--- config.mk ---
export PLATFORM = sky130hd
export DESIGN_NAME = launch_arming_interlock
export DESIGN_NICKNAME = d
export VERILOG_FILES = /design/src/lai_pkg.sv /design/src/lai_csr.sv /design/src/lai_step.sv /design/src/launch_arming_interlock.sv
export SDC_FILE = /design/constraint.sdc
export NUM_CORES = 1
export LEC_CHECK = 0
export BUFFER_PORTS_ARGS = -buffer_cell sky130_fd_sc_hd__buf_2
export CELL_PAD_IN_SITES_DETAIL_PLACEMENT = 1
export CELL_PAD_IN_SITES_GLOBAL_PLACEMENT = 1
export CORE_UTILIZATION = 35
export CTS_BUF_LIST = sky130_fd_sc_hd__clkbuf_8
export CTS_CLUSTER_SIZE = 8
export DETAILED_ROUTE_END_ITERATION = 8
export GPL_TIMING_DRIVEN = 1
export HOLD_SLACK_MARGIN = 0.15
export PLACE_DENSITY = 0.62
export SETUP_SLACK_MARGIN = 0.05
export SLEW_MARGIN = 20
export SYNTH_ARGS = -nofsm -noshare
export SYNTH_HDL_FRONTEND = slang
export SYNTH_HIERARCHICAL = 1
export SYNTH_SLANG_ARGS = --single-unit
--- constraint.sdc ---
create_clock -name clock -period 4.4 [get_ports clock]
set_input_delay 0.22 -clock clock [delete_from_list [all_inputs] [get_ports clock]]
set_output_delay 0.22 -clock clock [all_outputs]
set_load 0.01 [all_outputs]
--- src/lai_pkg.sv ---
package lai_pkg;

   typedef enum logic [1:0] {
      MODE_INIT   = 2'd0,
      MODE_SAFE   = 2'd1,
      MODE_UNSAFE = 2'd2,
      MODE_ABORT  = 2'd3
   } mode_type;

   typedef enum logic [2:0] {
      CMD_OWN_SAFE   = 3'd0,
      CMD_BC_SAFE    = 3'd1,
      CMD_BC_UNSAFE  = 3'd2,
      CMD_IGNITE     = 3'd3,
      CMD_OPEN_VALVE = 3'd4
   } cmd_type;

   // Host packet codes; 5 to 7 all mean "other".
   localparam logic [2:0] RX_ABORT = 3'd0;
   localparam logic [2:0] RX_ACK   = 3'd1;
   localparam logic [2:0] RX_RESET = 3'd2;
   localparam logic [2:0] RX_DUMP  = 3'd3;
   localparam logic [2:0] RX_FILL  = 3'd4;
   localparam logic [2:0] RX_OTHER = 3'd5;

   // Register indexes (byte address 4*index).
   localparam logic REG_COMMAND_PERIOD = 1'b0;
   localparam logic REG_STATUS_PERIOD  = 1'b1;

   localparam logic [15:0] PERIOD_RESET = 16'd100;

   typedef struct packed {
      logic [15:0] command_period_ms;
      logic [15:0] status_period_ms;
   } periods_type;

   typedef struct packed {
      logic [31:0] now_ms;
      logic        estop_key;
      logic        allow_fill;
      logic        allow_dump;
      logic        arm_igniter;
      logic        arm_valve;
      logic        fire_button;
      logic        valve_button;
      logic        rx_valid;
      logic        rx_is_command;
      logic [2:0]  rx_code;
      logic [7:0]  rx_index;
   } tick_type;

   typedef struct packed {
      mode_type    mode;
      cmd_type     held_command;
      logic        abort_latch;
      logic [2:0]  last_rx_code;
      logic [31:0] command_due_ms;
      logic [31:0] status_due_ms;
      logic [31:0] forward_time_ms;
   } state_type;

   typedef struct packed {
      logic        send_command;
      cmd_type     command_kind;
      logic        forward_rx;
      logic        send_ack;
      logic [7:0]  ack_index;
      logic        send_status;
      mode_type    mode_now;
      logic        abort_flag;
      logic [31:0] last_forward_ms;
   } result_type;

endpackage

--- src/lai_csr.sv ---
module lai_csr (
   input  logic                 clock,
   input  logic                 reset,
   input  logic                 psel,
   input  logic                 penable,
   input  logic                 pwrite,
   input  logic [2:0]           paddr,
   input  logic [31:0]          pwdata,
   output logic [31:0]          prdata,
   output logic                 pready,
   output lai_pkg::periods_type periods
);

   lai_pkg::periods_type periods_ff;
   lai_pkg::periods_type periods_in;
   logic                 wr_en;
   logic                 reg_sel;

   assign pready  = 1'b1;
   assign reg_sel = paddr[2];
   assign wr_en   = psel && penable && pwrite;

   always_comb begin
      periods_in = periods_ff;
      if (wr_en) begin
         unique case (reg_sel)
            lai_pkg::REG_COMMAND_PERIOD: periods_in.command_period_ms = pwdata[15:0];
            lai_pkg::REG_STATUS_PERIOD:  periods_in.status_period_ms  = pwdata[15:0];
            default:                     periods_in = periods_ff;
         endcase
      end
   end

   always_ff @(posedge clock) begin
      if (reset) begin
         periods_ff.command_period_ms <= lai_pkg::PERIOD_RESET;
         periods_ff.status_period_ms  <= lai_pkg::PERIOD_RESET;
      end else begin
         periods_ff <= periods_in;
      end
   end

   always_comb begin
      unique case (reg_sel)
         lai_pkg::REG_COMMAND_PERIOD: prdata = {16'd0, periods_ff.command_period_ms};
         lai_pkg::REG_STATUS_PERIOD:  prdata = {16'd0, periods_ff.status_period_ms};
         default:                     prdata = 32'd0;
      endcase
   end

   assign periods = periods_ff;

endmodule

--- src/lai_step.sv ---
module lai_step (
   input  lai_pkg::tick_type    tick,
   input  lai_pkg::state_type   cur,
   input  lai_pkg::periods_type periods,
   output lai_pkg::state_type   nxt,
   output lai_pkg::result_type  res
);

   logic cmd_due;
   logic fwd;
   logic ignite_ok;
   logic valve_ok;

   assign cmd_due   = (cur.command_due_ms <= tick.now_ms) && (cur.mode != lai_pkg::MODE_ABORT);
   assign ignite_ok = tick.fire_button && tick.arm_igniter && !tick.allow_fill
                      && !tick.allow_dump;
   assign valve_ok  = tick.valve_button && tick.arm_valve && !tick.allow_fill
                      && !tick.allow_dump;

   always_comb begin
      nxt           = cur;
      fwd           = 1'b0;
      res.send_ack  = 1'b0;
      res.ack_index = 8'd0;

      // repeat the held command
      if (cmd_due) begin
         nxt.command_due_ms = tick.now_ms + {16'd0, periods.command_period_ms};
      end

      // host packet
      if (tick.rx_valid) begin
         nxt.last_rx_code = tick.rx_code;
         if (tick.rx_is_command) begin
            unique case (tick.rx_code)
               lai_pkg::RX_ABORT: begin
                  fwd             = 1'b1;
                  nxt.abort_latch = 1'b1;
               end
               lai_pkg::RX_ACK: begin
                  fwd           = 1'b1;
                  res.send_ack  = 1'b1;
                  res.ack_index = tick.rx_index;
               end
               lai_pkg::RX_RESET: begin
                  if (tick.estop_key && cur.abort_latch) begin
                     nxt.abort_latch = 1'b0;
                     if (cur.mode == lai_pkg::MODE_ABORT) begin
                        nxt.mode = lai_pkg::MODE_SAFE;
                     end
                     fwd = 1'b1;
                  end
               end
               lai_pkg::RX_DUMP: fwd = tick.estop_key && tick.allow_dump;
               lai_pkg::RX_FILL: fwd = tick.estop_key && tick.allow_fill;
               default:          fwd = 1'b0;
            endcase
            if (fwd) begin
               nxt.forward_time_ms = tick.now_ms;
            end
         end
      end

      // status strobe
      res.send_status = cur.status_due_ms <= tick.now_ms;
      if (res.send_status) begin
         nxt.status_due_ms = tick.now_ms + {16'd0, periods.status_period_ms};
      end

      // arming rules
      unique case (nxt.mode)
         lai_pkg::MODE_INIT: nxt.mode = lai_pkg::MODE_SAFE;
         lai_pkg::MODE_SAFE: begin
            if (tick.estop_key) begin
               nxt.held_command = lai_pkg::CMD_BC_UNSAFE;
               nxt.mode         = lai_pkg::MODE_UNSAFE;
            end
         end
         lai_pkg::MODE_UNSAFE: begin
            priority if (!tick.estop_key) begin
               nxt.held_command = lai_pkg::CMD_BC_SAFE;
               nxt.mode         = lai_pkg::MODE_SAFE;
            end else if (ignite_ok) begin
               nxt.held_command = lai_pkg::CMD_IGNITE;
            end else if (valve_ok) begin
               nxt.held_command = lai_pkg::CMD_OPEN_VALVE;
            end else if (nxt.last_rx_code != lai_pkg::RX_ABORT) begin
               nxt.held_command = lai_pkg::CMD_BC_UNSAFE;
            end else begin
               nxt.held_command = lai_pkg::CMD_BC_SAFE;
               nxt.mode         = lai_pkg::MODE_ABORT;
            end
         end
         default: nxt.mode = nxt.mode;
      endcase

      res.send_command    = cmd_due;
      res.command_kind    = cmd_due ? cur.held_command : nxt.held_command;
      res.forward_rx      = fwd;
      res.mode_now        = nxt.mode;
      res.abort_flag      = nxt.abort_latch;
      res.last_forward_ms = nxt.forward_time_ms;
   end

endmodule

--- src/launch_arming_interlock.sv ---
// Launch arming interlock: one tick (time, switch levels, host packet) in, one result out.
// A req transfer loads the input register; the result register then drives rsp_valid.
// One tick per cycle unless a low rsp_ready stalls; a tick depends only on state left by
// the previous tick, which the single-pass step logic updates when the result register loads.
// Reset (synchronous, active high): empties both stages, mode init, periods 100 ms,
// all due times and the forward time zero.
module launch_arming_interlock (
   input  logic        clock,
   input  logic        reset,

   input  logic        req_valid,
   output logic        req_ready,
   input  logic [31:0] req_now_ms,
   input  logic        req_estop_key,
   input  logic        req_allow_fill,
   input  logic        req_allow_dump,
   input  logic        req_arm_igniter,
   input  logic        req_arm_valve,
   input  logic        req_fire_button,
   input  logic        req_valve_button,
   input  logic        req_rx_valid,
   input  logic        req_rx_is_command,
   input  logic [2:0]  req_rx_code,
   input  logic [7:0]  req_rx_index,

   output logic        rsp_valid,
   input  logic        rsp_ready,
   output logic        rsp_send_command,
   output logic [2:0]  rsp_command_kind,
   output logic        rsp_forward_rx,
   output logic        rsp_send_ack,
   output logic [7:0]  rsp_ack_index,
   output logic        rsp_send_status,
   output logic [1:0]  rsp_mode_now,
   output logic        rsp_abort_flag,
   output logic [31:0] rsp_last_forward_ms,

   input  logic        csr_psel,
   input  logic        csr_penable,
   input  logic        csr_pwrite,
   input  logic [2:0]  csr_paddr,
   input  logic [31:0] csr_pwdata,
   output logic [31:0] csr_prdata,
   output logic        csr_pready
);

   lai_pkg::periods_type periods;

   // input stage
   logic                 tick_valid_ff;
   logic                 tick_valid_in;
   lai_pkg::tick_type    tick_ff;

   // interlock state, updated once per tick as it moves to the result stage
   lai_pkg::state_type   state_ff;
   lai_pkg::state_type   state_in;

   // result stage
   logic                 rsp_valid_ff;
   logic                 rsp_valid_in;
   lai_pkg::result_type  result_ff;
   lai_pkg::result_type  result_in;

   logic                 advance;

   lai_csr u_csr (
      .clock   (clock),
      .reset   (reset),
      .psel    (csr_psel),
      .penable (csr_penable),
      .pwrite  (csr_pwrite),
      .paddr   (csr_paddr),
      .pwdata  (csr_pwdata),
      .prdata  (csr_prdata),
      .pready  (csr_pready),
      .periods (periods)
   );

   lai_step u_step (
      .tick    (tick_ff),
      .cur     (state_ff),
      .periods (periods),
      .nxt     (state_in),
      .res     (result_in)
   );

   // Advance the held tick when the result register is empty or being drained.
   assign advance   = tick_valid_ff && (!rsp_valid_ff || rsp_ready);
   // Take a new tick whenever the input stage is empty or emptying this cycle.
   assign req_ready = !tick_valid_ff || advance;

   always_comb begin
      tick_valid_in = tick_valid_ff;
      if (req_valid && req_ready) begin
         tick_valid_in = 1'b1;
      end else if (advance) begin
         tick_valid_in = 1'b0;
      end

      rsp_valid_in = rsp_valid_ff;
      if (advance) begin
         rsp_valid_in = 1'b1;
      end else if (rsp_ready) begin
         rsp_valid_in = 1'b0;
      end
   end

   always_ff @(posedge clock) begin
      if (reset) begin
         tick_valid_ff            <= 1'b0;
         rsp_valid_ff             <= 1'b0;
         state_ff.mode            <= lai_pkg::MODE_INIT;
         state_ff.held_command    <= lai_pkg::CMD_OWN_SAFE;
         state_ff.abort_latch     <= 1'b0;
         state_ff.last_rx_code    <= lai_pkg::RX_OTHER;
         state_ff.command_due_ms  <= 32'd0;
         state_ff.status_due_ms   <= 32'd0;
         state_ff.forward_time_ms <= 32'd0;
      end else begin
         tick_valid_ff <= tick_valid_in;
         rsp_valid_ff  <= rsp_valid_in;
         if (advance) begin
            state_ff <= state_in;
         end
      end
   end

   // Payload registers: capture on transfer, hold otherwise.
   always_ff @(posedge clock) begin
      if (req_valid && req_ready) begin
         tick_ff.now_ms        <= req_now_ms;
         tick_ff.estop_key     <= req_estop_key;
         tick_ff.allow_fill    <= req_allow_fill;
         tick_ff.allow_dump    <= req_allow_dump;
         tick_ff.arm_igniter   <= req_arm_igniter;
         tick_ff.arm_valve     <= req_arm_valve;
         tick_ff.fire_button   <= req_fire_button;
         tick_ff.valve_button  <= req_valve_button;
         tick_ff.rx_valid      <= req_rx_valid;
         tick_ff.rx_is_command <= req_rx_is_command;
         tick_ff.rx_code       <= req_rx_code;
         tick_ff.rx_index      <= req_rx_index;
      end
      if (advance) begin
         result_ff <= result_in;
      end
   end

   assign rsp_valid           = rsp_valid_ff;
   assign rsp_send_command    = result_ff.send_command;
   assign rsp_command_kind    = result_ff.command_kind;
   assign rsp_forward_rx      = result_ff.forward_rx;
   assign rsp_send_ack        = result_ff.send_ack;
   assign rsp_ack_index       = result_ff.ack_index;
   assign rsp_send_status     = result_ff.send_status;
   assign rsp_mode_now        = result_ff.mode_now;
   assign rsp_abort_flag      = result_ff.abort_flag;
   assign rsp_last_forward_ms = result_ff.last_forward_ms;

endmodule

==> results of run 1 <==
## critical path: cells and delay by family, from the launching register on
family | cells | cell delay (ps)
buffers and inverters | 2 | 540
adder cells (fa/ha/maj) | 1 | 280
AND/OR/NAND/NOR | 2 | 200
flip-flops | 1 | 460
AO/OA/AOI/OAI | 5 | 1320
multiplexers | 2 | 420
## cell usage after synthesis, types with 5 or more instances
library cell | n | area share
and3_1 | 10 | 0.0042
o31ai_1 | 6 | 0.0030
dfxtp_1 | 139 | 0.19
xnor2_1 | 52 | 0.030
o21ai_0 | 20 | 0.0067
mux2i_1 | 141 | 0.094
nand2_1 | 34 | 0.0085
and4_1 | 8 | 0.0047
nor2_1 | 47 | 0.012
edfxtp_1 | 102 | 0.20
nand3_1 | 19 | 0.0063
mux2_2 | 112 | 0.084
nor2b_1 | 8 | 0.0033
o21ai_1 | 5 | 0.0017
a21o_1 | 19 | 0.0095
buf_2 | 12 | 0.0040
clkbuf_1 | 31 | 0.0078
o211ai_1 | 9 | 0.0045
buf_4 | 66 | 0.033
inv_1 | 55 | 0.014
ha_1 | 100 | 0.084
nor3_1 | 12 | 0.0040
o21ai_2 | 8 | 0.0047
a21oi_1 | 56 | 0.019
nand4_1 | 21 | 0.0088
nand2b_1 | 248 | 0.10
and2_1 | 12 | 0.0050
## layout make-up
class                      count  share of cell area
multi-input combinational   1028               0.471
sequential                   241               0.334
timing repair buffer         234              0.0918
clock buffer                  53              0.0416
tap                          539              0.0385
inverter                      55              0.0118
clock inverter                33              0.0114
## power by group
part	switching [mW]	internal, mW
combinational	0.423	0.412
sequential	0.0867	2.44
clock	1.04	1.22
total	1.55	4.07
## routing by layer
layer	track usage	vias to the layer above	share of wire
met5	0	-	0
met4	0.0535	0	0.023
met3	0.0358	60	0.035
met2	0.314	154	0.49
met1	0.218	5231	0.45
li1	-	5333	-
## registers in the layout, indices dropped and copies added, names as in the netlist
| signal | count |
|---|---|
| rsp_valid | 1 |
| rsp_last_forward_ms | 32 |
| rsp_send_status | 1 |
| tick_valid_ff | 1 |
| rsp_forward_rx | 1 |
| rsp_command_kind | 3 |
| rsp_mode_now | 2 |
| rsp_ack_index | 8 |
| tick_ff | 52 |
| rsp_send_ack | 1 |
| rsp_send_command | 1 |
| state_ff | 105 |
| u_csr/periods | 32 |
| rsp_abort_flag | 1 |
## through the flow
stage / worst slack, ps / utilization
final: 998 / 0.417
after global routing: 752 / 0.417
after CTS: 889 / 0.417
after detailed placement: 930 / 0.376
after global placement: 978 / 0.376
after floorplan: 894 / -
## worst max-delay path by stage
stage | end | slack, ps | from
global route | state_ff[50]$_SDFFE_PP0P_ | 750 | tick_ff[21]$_DFFE_PP_
finish | state_ff[52]$_SDFFE_PP0P_ | 1000 | tick_ff[21]$_DFFE_PP_
detailed placement | state_ff[45]$_SDFFE_PP0P_ | 930 | tick_ff[37]$_DFFE_PP_
floorplan | tick_ff[0]$_DFFE_PP_ | 890 | rsp_valid$_SDFFE_PP0P_
CTS | state_ff[52]$_SDFFE_PP0P_ | 890 | tick_ff[34]$_DFFE_PP_
global placement | state_ff[52]$_SDFFE_PP0P_ | 980 | tick_ff[37]$_DFFE_PP_
## kinds of logic (layout without fill, tap and decap cells)
group           count (synthesis)  after routing  synth area share
mux                           256            256             0.181
compound gates                163            163            0.0741
other cells                     2             17          0.000501
fa+ha+maj                     102            102            0.0862
xor+xnor                       55             55            0.0322
buf+inv                       172            375            0.0656
flops                         241            241             0.390
simple gates                  435            435             0.170
==> metrics.yaml, run 1 <==
worst_setup_path:
  cp_data_arrival_time_ps: 3860
  cp_max_fo: 26
  cp.required_ps: 4860
  slowest_delay_ps: 460
  path_cells: "inv_1 -> ha_1 -> nor2b_1 -> o211ai_1 -> a21boi_0 -> o41ai_1 -> o211ai_1 -> o21ai_4 -> buf_4 -> mux2_2 -> nand2b_1 -> mux2i_1"
  crit_path_frequent_cell: "o211ai_1"
  cp-start-kind: "flop"
  reg2reg_setup_slack_ps: 1000
  path_class: "flop to flop"
  critPathSlowestCell: "edfxtp_1"
  r2r-start: "tick_ff[21]$_DFFE_PP_"
  crit_path_end_kind: "flop"
  worstReg2RegEnd: "state_ff[52]$_SDFFE_PP0P_"
  r2r_cells: 12
detailed_routing:
  drtIter0Drc: 270
  wire_per_inst_um: 17.6
  drc: 0
  avgViaCountPerCell: 4.94
  dr.pass1.iters: 4
  drt_wl_total_um: 38300
  num_vias: 10800
  ant_nets: 0
clock_tree:
  cts_buffers: 46
  tritoncts: "done"
  clkTransAtPathRegs_ps: 60
  cts_setup_buffers: 0
  root_buffer: "clkbuf_8"
  ctsResizeCount: 0
  cts_sinks: 241
  cts-htree-levels: 2
  hold_buffers: 76
  insertion_delay_ps: 620
  clk_path_buf_depth: 3
logic_synthesis:
  async_flop_share: 0
  ys.flop_type: "dfxtp_1"
  synth_edf_count: 102
  avgSynthCellArea_um2: 10.5
  synth.distinct_cells: 68
  ys_seq_area_frac: 0.390
  netlist_area_um2: 15000
  synth_seq_cells: 241
  synthCells: 1426
  ys_warn_count: 6
grt:
  grt_max_degree: 117
  grt_pass1_wl_um: 61500
  grt_antenna_before_repair: 0
  grt-ovfl-total: 0
  track_usage: 0.178
  first_global_vias: 11600
floorplan:
  die_x_um: 209
  fp.coreArea_um2: 42000
  start_util: 0.356
  rows: 75
  die_y_um: 209
  die-area_um2: 43600
  ios: 179
final_layout:
  final_cell_count_no_fill: 2183
  fin_nets: 1802
  area_growth_pct: 16.9
  diodes: 0
  layout_common_cells: "nand2b_1 (248), buf_2 (142), mux2i_1 (141), dfxtp_1 (139), mux2_2 (112)"
  seq_area_um2: 5850
  nFillCells: 4713
  final_area_um2: 17500
  final_common_cell: "nand2b_1"
  multiInputGateArea_um2: 8250
  drive_gt1_frac: 0.222
power:
  power_density_nw_per_um2: 321
  p_total_mw: 5.62
  p_leak_nw: 7.25
  ir_worst_vdd_mv: 0.202
min_path:
  hold_start: "req_now_ms[3]"
  holdPathEnd: "tick_ff[23]$_DFFE_PP_"
  hold_depth: 2
  hold_class: "input port to flop"
outcome:
  outcome: "finished, final reports clean"
placement:
  dp_cells: 2021
  gp_congestion: 0.784
  hpwl_um: 26300
  dpl_cell_area_um2: 15800
  io_buffers: 143
timing:
  rsz0062_at_grt: "false"
  finalSetupTns_ps: 0
  tightest_slew_ps: 1030
  final_max_slew_viol_count: 0
  hold_ws_ps: 306
  min_period_ps: 3400
  fin_crit_sh: 0.773
  hold_viol: 0
  slew_headroom: 0.312
  setup_viol: 0
  max_freq_mhz: 294
  finClkSkew_ps: 29.1
run:
  maxCapViolations: 0
(Power assumes the default switching activity.)
==> inputs of run 2 (changes only) <==
--- a/config.mk
+++ b/config.mk
@@ -5,6 +5,7 @@
 export SDC_FILE = /design/constraint.sdc
 export NUM_CORES = 1
 export LEC_CHECK = 0
+export ABC_AREA = 1
 export BUFFER_PORTS_ARGS = -buffer_cell sky130_fd_sc_hd__buf_2
 export CELL_PAD_IN_SITES_DETAIL_PLACEMENT = 1
 export CELL_PAD_IN_SITES_GLOBAL_PLACEMENT = 1
@@ -14,7 +15,7 @@
 export DETAILED_ROUTE_END_ITERATION = 8
 export GPL_TIMING_DRIVEN = 1
 export HOLD_SLACK_MARGIN = 0.15
-export PLACE_DENSITY = 0.62
+export PLACE_DENSITY = 0.69
 export SETUP_SLACK_MARGIN = 0.05
 export SLEW_MARGIN = 20
 export SYNTH_ARGS = -nofsm -noshare
==> constraint.sdc (replaced) <==
create_clock -name clock -period 3.1 [get_ports clock]
set_input_delay 0.155 -clock clock [delete_from_list [all_inputs] [get_ports clock]]
set_output_delay 0.155 -clock clock [all_outputs]
set_load 0.01 [all_outputs]
==> metrics.yaml, run 2 <==
grt:
  grt-ovfl-total: 0  # unchanged
  first_global_vias: 15900  # was 11.6k
  track_usage: 0.229  # was 0.178
  grt_pass1_wl_um: 84800  # was 61500 um
  grt_antenna_before_repair: 1  # was 0
  met3_usage: 0.0321  # was 0.0358
  gr-usage-met1: 0.308  # was 0.218
  globalRouteMet2Util: 0.383  # was 0.314
  grt_max_degree: 210  # was 117
  grt.busiest_layer: "met2"  # unchanged
worst_setup_path:
  cp-start-kind: "input port"  # was flop
  crit_start: "csr_pwrite"  # was tick_ff[21]$_DFFE_PP_
  cp_max_fo: 16  # was 26
  slowest_delay_ps: 610  # was 460 ps
  cp_data_arrival_time_ps: 3430  # was 3860 ps
  r2r-start: "tick_ff[49]$_DFFE_PP_"  # was tick_ff[21]$_DFFE_PP_
  crit_path_frequent_cell: "dlygate4sd3_1"  # was o211ai_1
  reg2reg_setup_slack_ps: 260  # was 1000 ps
  critPathSlowestCell: "dlygate4sd3_1"  # was edfxtp_1
  crit_path_end_kind: "flop"  # unchanged
  path_class: "input port to flop"  # was flop to flop
  path_cells: "dlygate4sd3_1 -> buf_2 -> nand3_2 -> dlygate4sd3_1 -> nor2_2 -> nand2_1 -> dlygate4sd3_1 -> nand3_1 -> dlygate4sd3_1"  # was inv_1 -> ha_1 -> nor2b_1 -> o211ai_1 -> a21boi_0 -> o41ai_1 -> o211ai_1 -> o21ai_4 -> buf_4 -> mux2_2 -> nand2b_1 -> mux2i_1
  cp.required_ps: 3670  # was 4860 ps
  r2r_cells: 17  # was 12
  worstReg2RegEnd: "state_ff[46]$_SDFFE_PP0P_"  # was state_ff[52]$_SDFFE_PP0P_
logic_synthesis:
  ys_seq_area_frac: 0.363  # was 0.390
  yosysTopAreaCell: "edfxtp_1"  # unchanged
  post-synth-top-count-cell: "nand2_1"  # was nand2b_1
  ys.flop_type: "dfxtp_1"  # unchanged
  synth_edf_count: 102  # unchanged
  synth_commonest_cells: "nand2_1 (729), inv_1 (294), nand3_1 (266)"  # was nand2b_1 (248), mux2i_1 (141), dfxtp_1 (139)
  synth_seq_cells: 241  # unchanged
  netlist_area_um2: 16100  # was 15000 um2
  avgSynthCellArea_um2: 6.88  # was 10.5 um2
  async_flop_share: 0  # unchanged
  ys_top_cells_by_area: "edfxtp_1 (19%), dfxtp_1 (17%), nand2_1 (17%)"  # was edfxtp_1 (20%), dfxtp_1 (19%), nand2b_1 (10%)
  ys_warn_count: 6  # unchanged
  synth.distinct_cells: 44  # was 68
  synthCells: 2339  # was 1426
  synth.top_cell.area_share: 0.190  # was 0.204
placement:
  hpwl_um: 38900  # was 26300 um
  gp_congestion: 0.881  # was 0.784
  io_buffers: 143  # unchanged
  dp_cells: 2981  # was 2021
clock_tree:
  cts_setup_buffers: 0  # unchanged
  insertion_delay_ps: 640  # was 620 ps
  cts-htree-levels: 2  # unchanged
  cts_buffers: 48  # was 46
  cts_sinks: 241  # unchanged
  root_buffer: "clkbuf_8"  # unchanged
  clk_path_buf_depth: 3  # unchanged
  tritoncts: "done"  # unchanged
  clkTransAtPathRegs_ps: 70  # was 60 ps
timing:
  finalSetupTns_ps: 0  # unchanged
  rsz0062_at_grt: "false"  # unchanged
  finClkSkew_ps: 22.1  # was 29.1 ps
  setup_viol: 0  # unchanged
  hold_viol: 0  # unchanged
  final_max_slew_viol_count: 0  # unchanged
  fin_crit_sh: 0.922
  tightest_slew_ps: 1030  # about the same
  max_freq_mhz: 350
  min_period_ps: 2860
  slew_headroom: 0.310  # was 0.312
floorplan:
  ios: 179  # unchanged
  start_util: 0.354  # was 0.356
  rows: 78  # was 75
  fp.coreArea_um2: 45400  # was 42000 um2
  die_y_um: 216  # was 209 um
  die_x_um: 216  # was 209 um
  die-area_um2: 46800  # was 43600 um2
min_path:
  hold_depth: 2  # unchanged
  hold_class: "input port to flop"  # unchanged
  hold_start: "req_rx_index[3]"  # was req_now_ms[3]
  holdPathEnd: "tick_ff[3]$_DFFE_PP_"  # was tick_ff[23]$_DFFE_PP_
final_layout:
  area_growth_pct: 17.1  # was 16.9%
  top_regs: "state_ff (105), tick_ff (52)"  # unchanged
  final_common_cell: "nand2_1"  # was nand2b_1
  nFillCells: 5803  # was 4713
  largest_reg_flops: 105  # unchanged
  max_flop_register: "state_ff"  # unchanged
  fin_nets: 2712  # was 1802
  layout_common_cells: "nand2_1 (729), inv_1 (303), nand3_1 (266), nor2_1 (240), a21oi_1 (163)"  # was nand2b_1 (248), buf_2 (142), mux2i_1 (141), dfxtp_1 (139), mux2_2 (112)
  final_cell_count_no_fill: 3157  # was 2183
  drive_gt1_frac: 0.108  # was 0.222
power:
  p_total_mw: 8.90  # was 5.62 mW
  p_leak_nw: 9.52  # was 7.25 nW
  power_density_nw_per_um2: 473  # was 321 nW/um2
  ir_worst_vdd_mv: 0.269  # was 0.202 mV
detailed_routing:
  avgViaCountPerCell: 4.93  # was 4.94
  drtIter0Drc: 901  # was 270
  ant_nets: 0  # unchanged
  drc: 0  # unchanged
  wire_per_inst_um: 16.9  # was 17.6 um
  num_vias: 15600  # was 10.8k
  dr.pass1.iters: 5  # was 4
  drt_wl_total_um: 53400  # was 38300 um
run:
  maxCapViolations: 0  # unchanged
outcome:
  outcome: "finished, final reports clean"  # unchanged
run 2: timing repair:
| action | 4_1_cts | 5_1_grt |
|---|---|---|
| hold buffers | 85 | 0 |
| hold endpoints to repair | 88 | 0 |
| gates resized for setup | 0 | 2 |
| endpoints found under the setup margin | 0 | 15 |
run 2: routing by layer:
| layer | routed length [um] | vias to the layer above | part of all wire |
|---|---|---|---|
| met5 | 0 | - | 0 |
| met4 | 1180 | 0 | 0.022 |
| met3 | 1840 | 77 | 0.034 |
| met2 | 24900 | 233 | 0.47 |
| met1 | 25500 | 7515 | 0.48 |
| li1 | - | 7746 | - |
run 2: layout make-up:
class / count / area, um2 / share of cell area
Inverter: 296 / 1110 / 0.0590
Timing Repair Buffer: 262 / 1900 / 0.101
Sequential cell: 241 / 5850 / 0.311
Multi-Input combinational cell: 1667 / 8210 / 0.436
Clock inverter: 36 / 284 / 0.0151
Tap cell: 600 / 751 / 0.0399
Antenna cell: 2 / 5.00 / 0.000266
Clock buffer: 53 / 729 / 0.0387
run 2: cell families (layout without fill, tap and decap cells):
family          count (synthesis)  after routing  synth area share
simple gates                 1285           1285             0.334
buf+inv                       446            647             0.131
flops                         241            241             0.363
compound gates                234            234            0.0752
fa+ha+maj                     102            102            0.0803
xor+xnor                       29             29            0.0158
other cells                     2             19          0.000467
run 2: worst max-delay path, delay by kind of cell:
family	cells	cell delay [ps]
buffers and inverters	5	2410
AND/OR/NAND/NOR	4	860
run 2: through the flow:
stage / hold slack (ps) / setup slack [ps] / area, um2 / utilization
after floorplan: 224 / 975 / 16100 / -
after global placement: 332 / 352 / 17000 / 0.374
after detailed placement: 334 / 274 / 17000 / 0.374
after CTS: 160 / 229 / 18800 / 0.415
after global routing: 185 / 51.7 / 18800 / 0.415
final: 218 / 241 / 18800 / 0.415
run 2: worst max-delay path by stage:
stage,to,depth (start not counted),slack (ps)
final,u_csr/periods[21]$_SDFFE_PP1P_,9,240
after global routing,state_ff[54]$_SDFFE_PP0P_,18,50
after CTS,u_csr/periods[6]$_SDFFE_PP1P_,8,230
after detailed placement,state_ff[70]$_SDFFE_PP0P_,15,270
after global placement,state_ff[73]$_SDFFE_PP0P_,15,350
after floorplan,rsp_abort_flag$_DFFE_PP_,4,970
run 2: power breakdown:
part	switching, mW	internal, mW
logic	1.11	0.633
clock network	1.56	1.93
registers	0.144	3.52
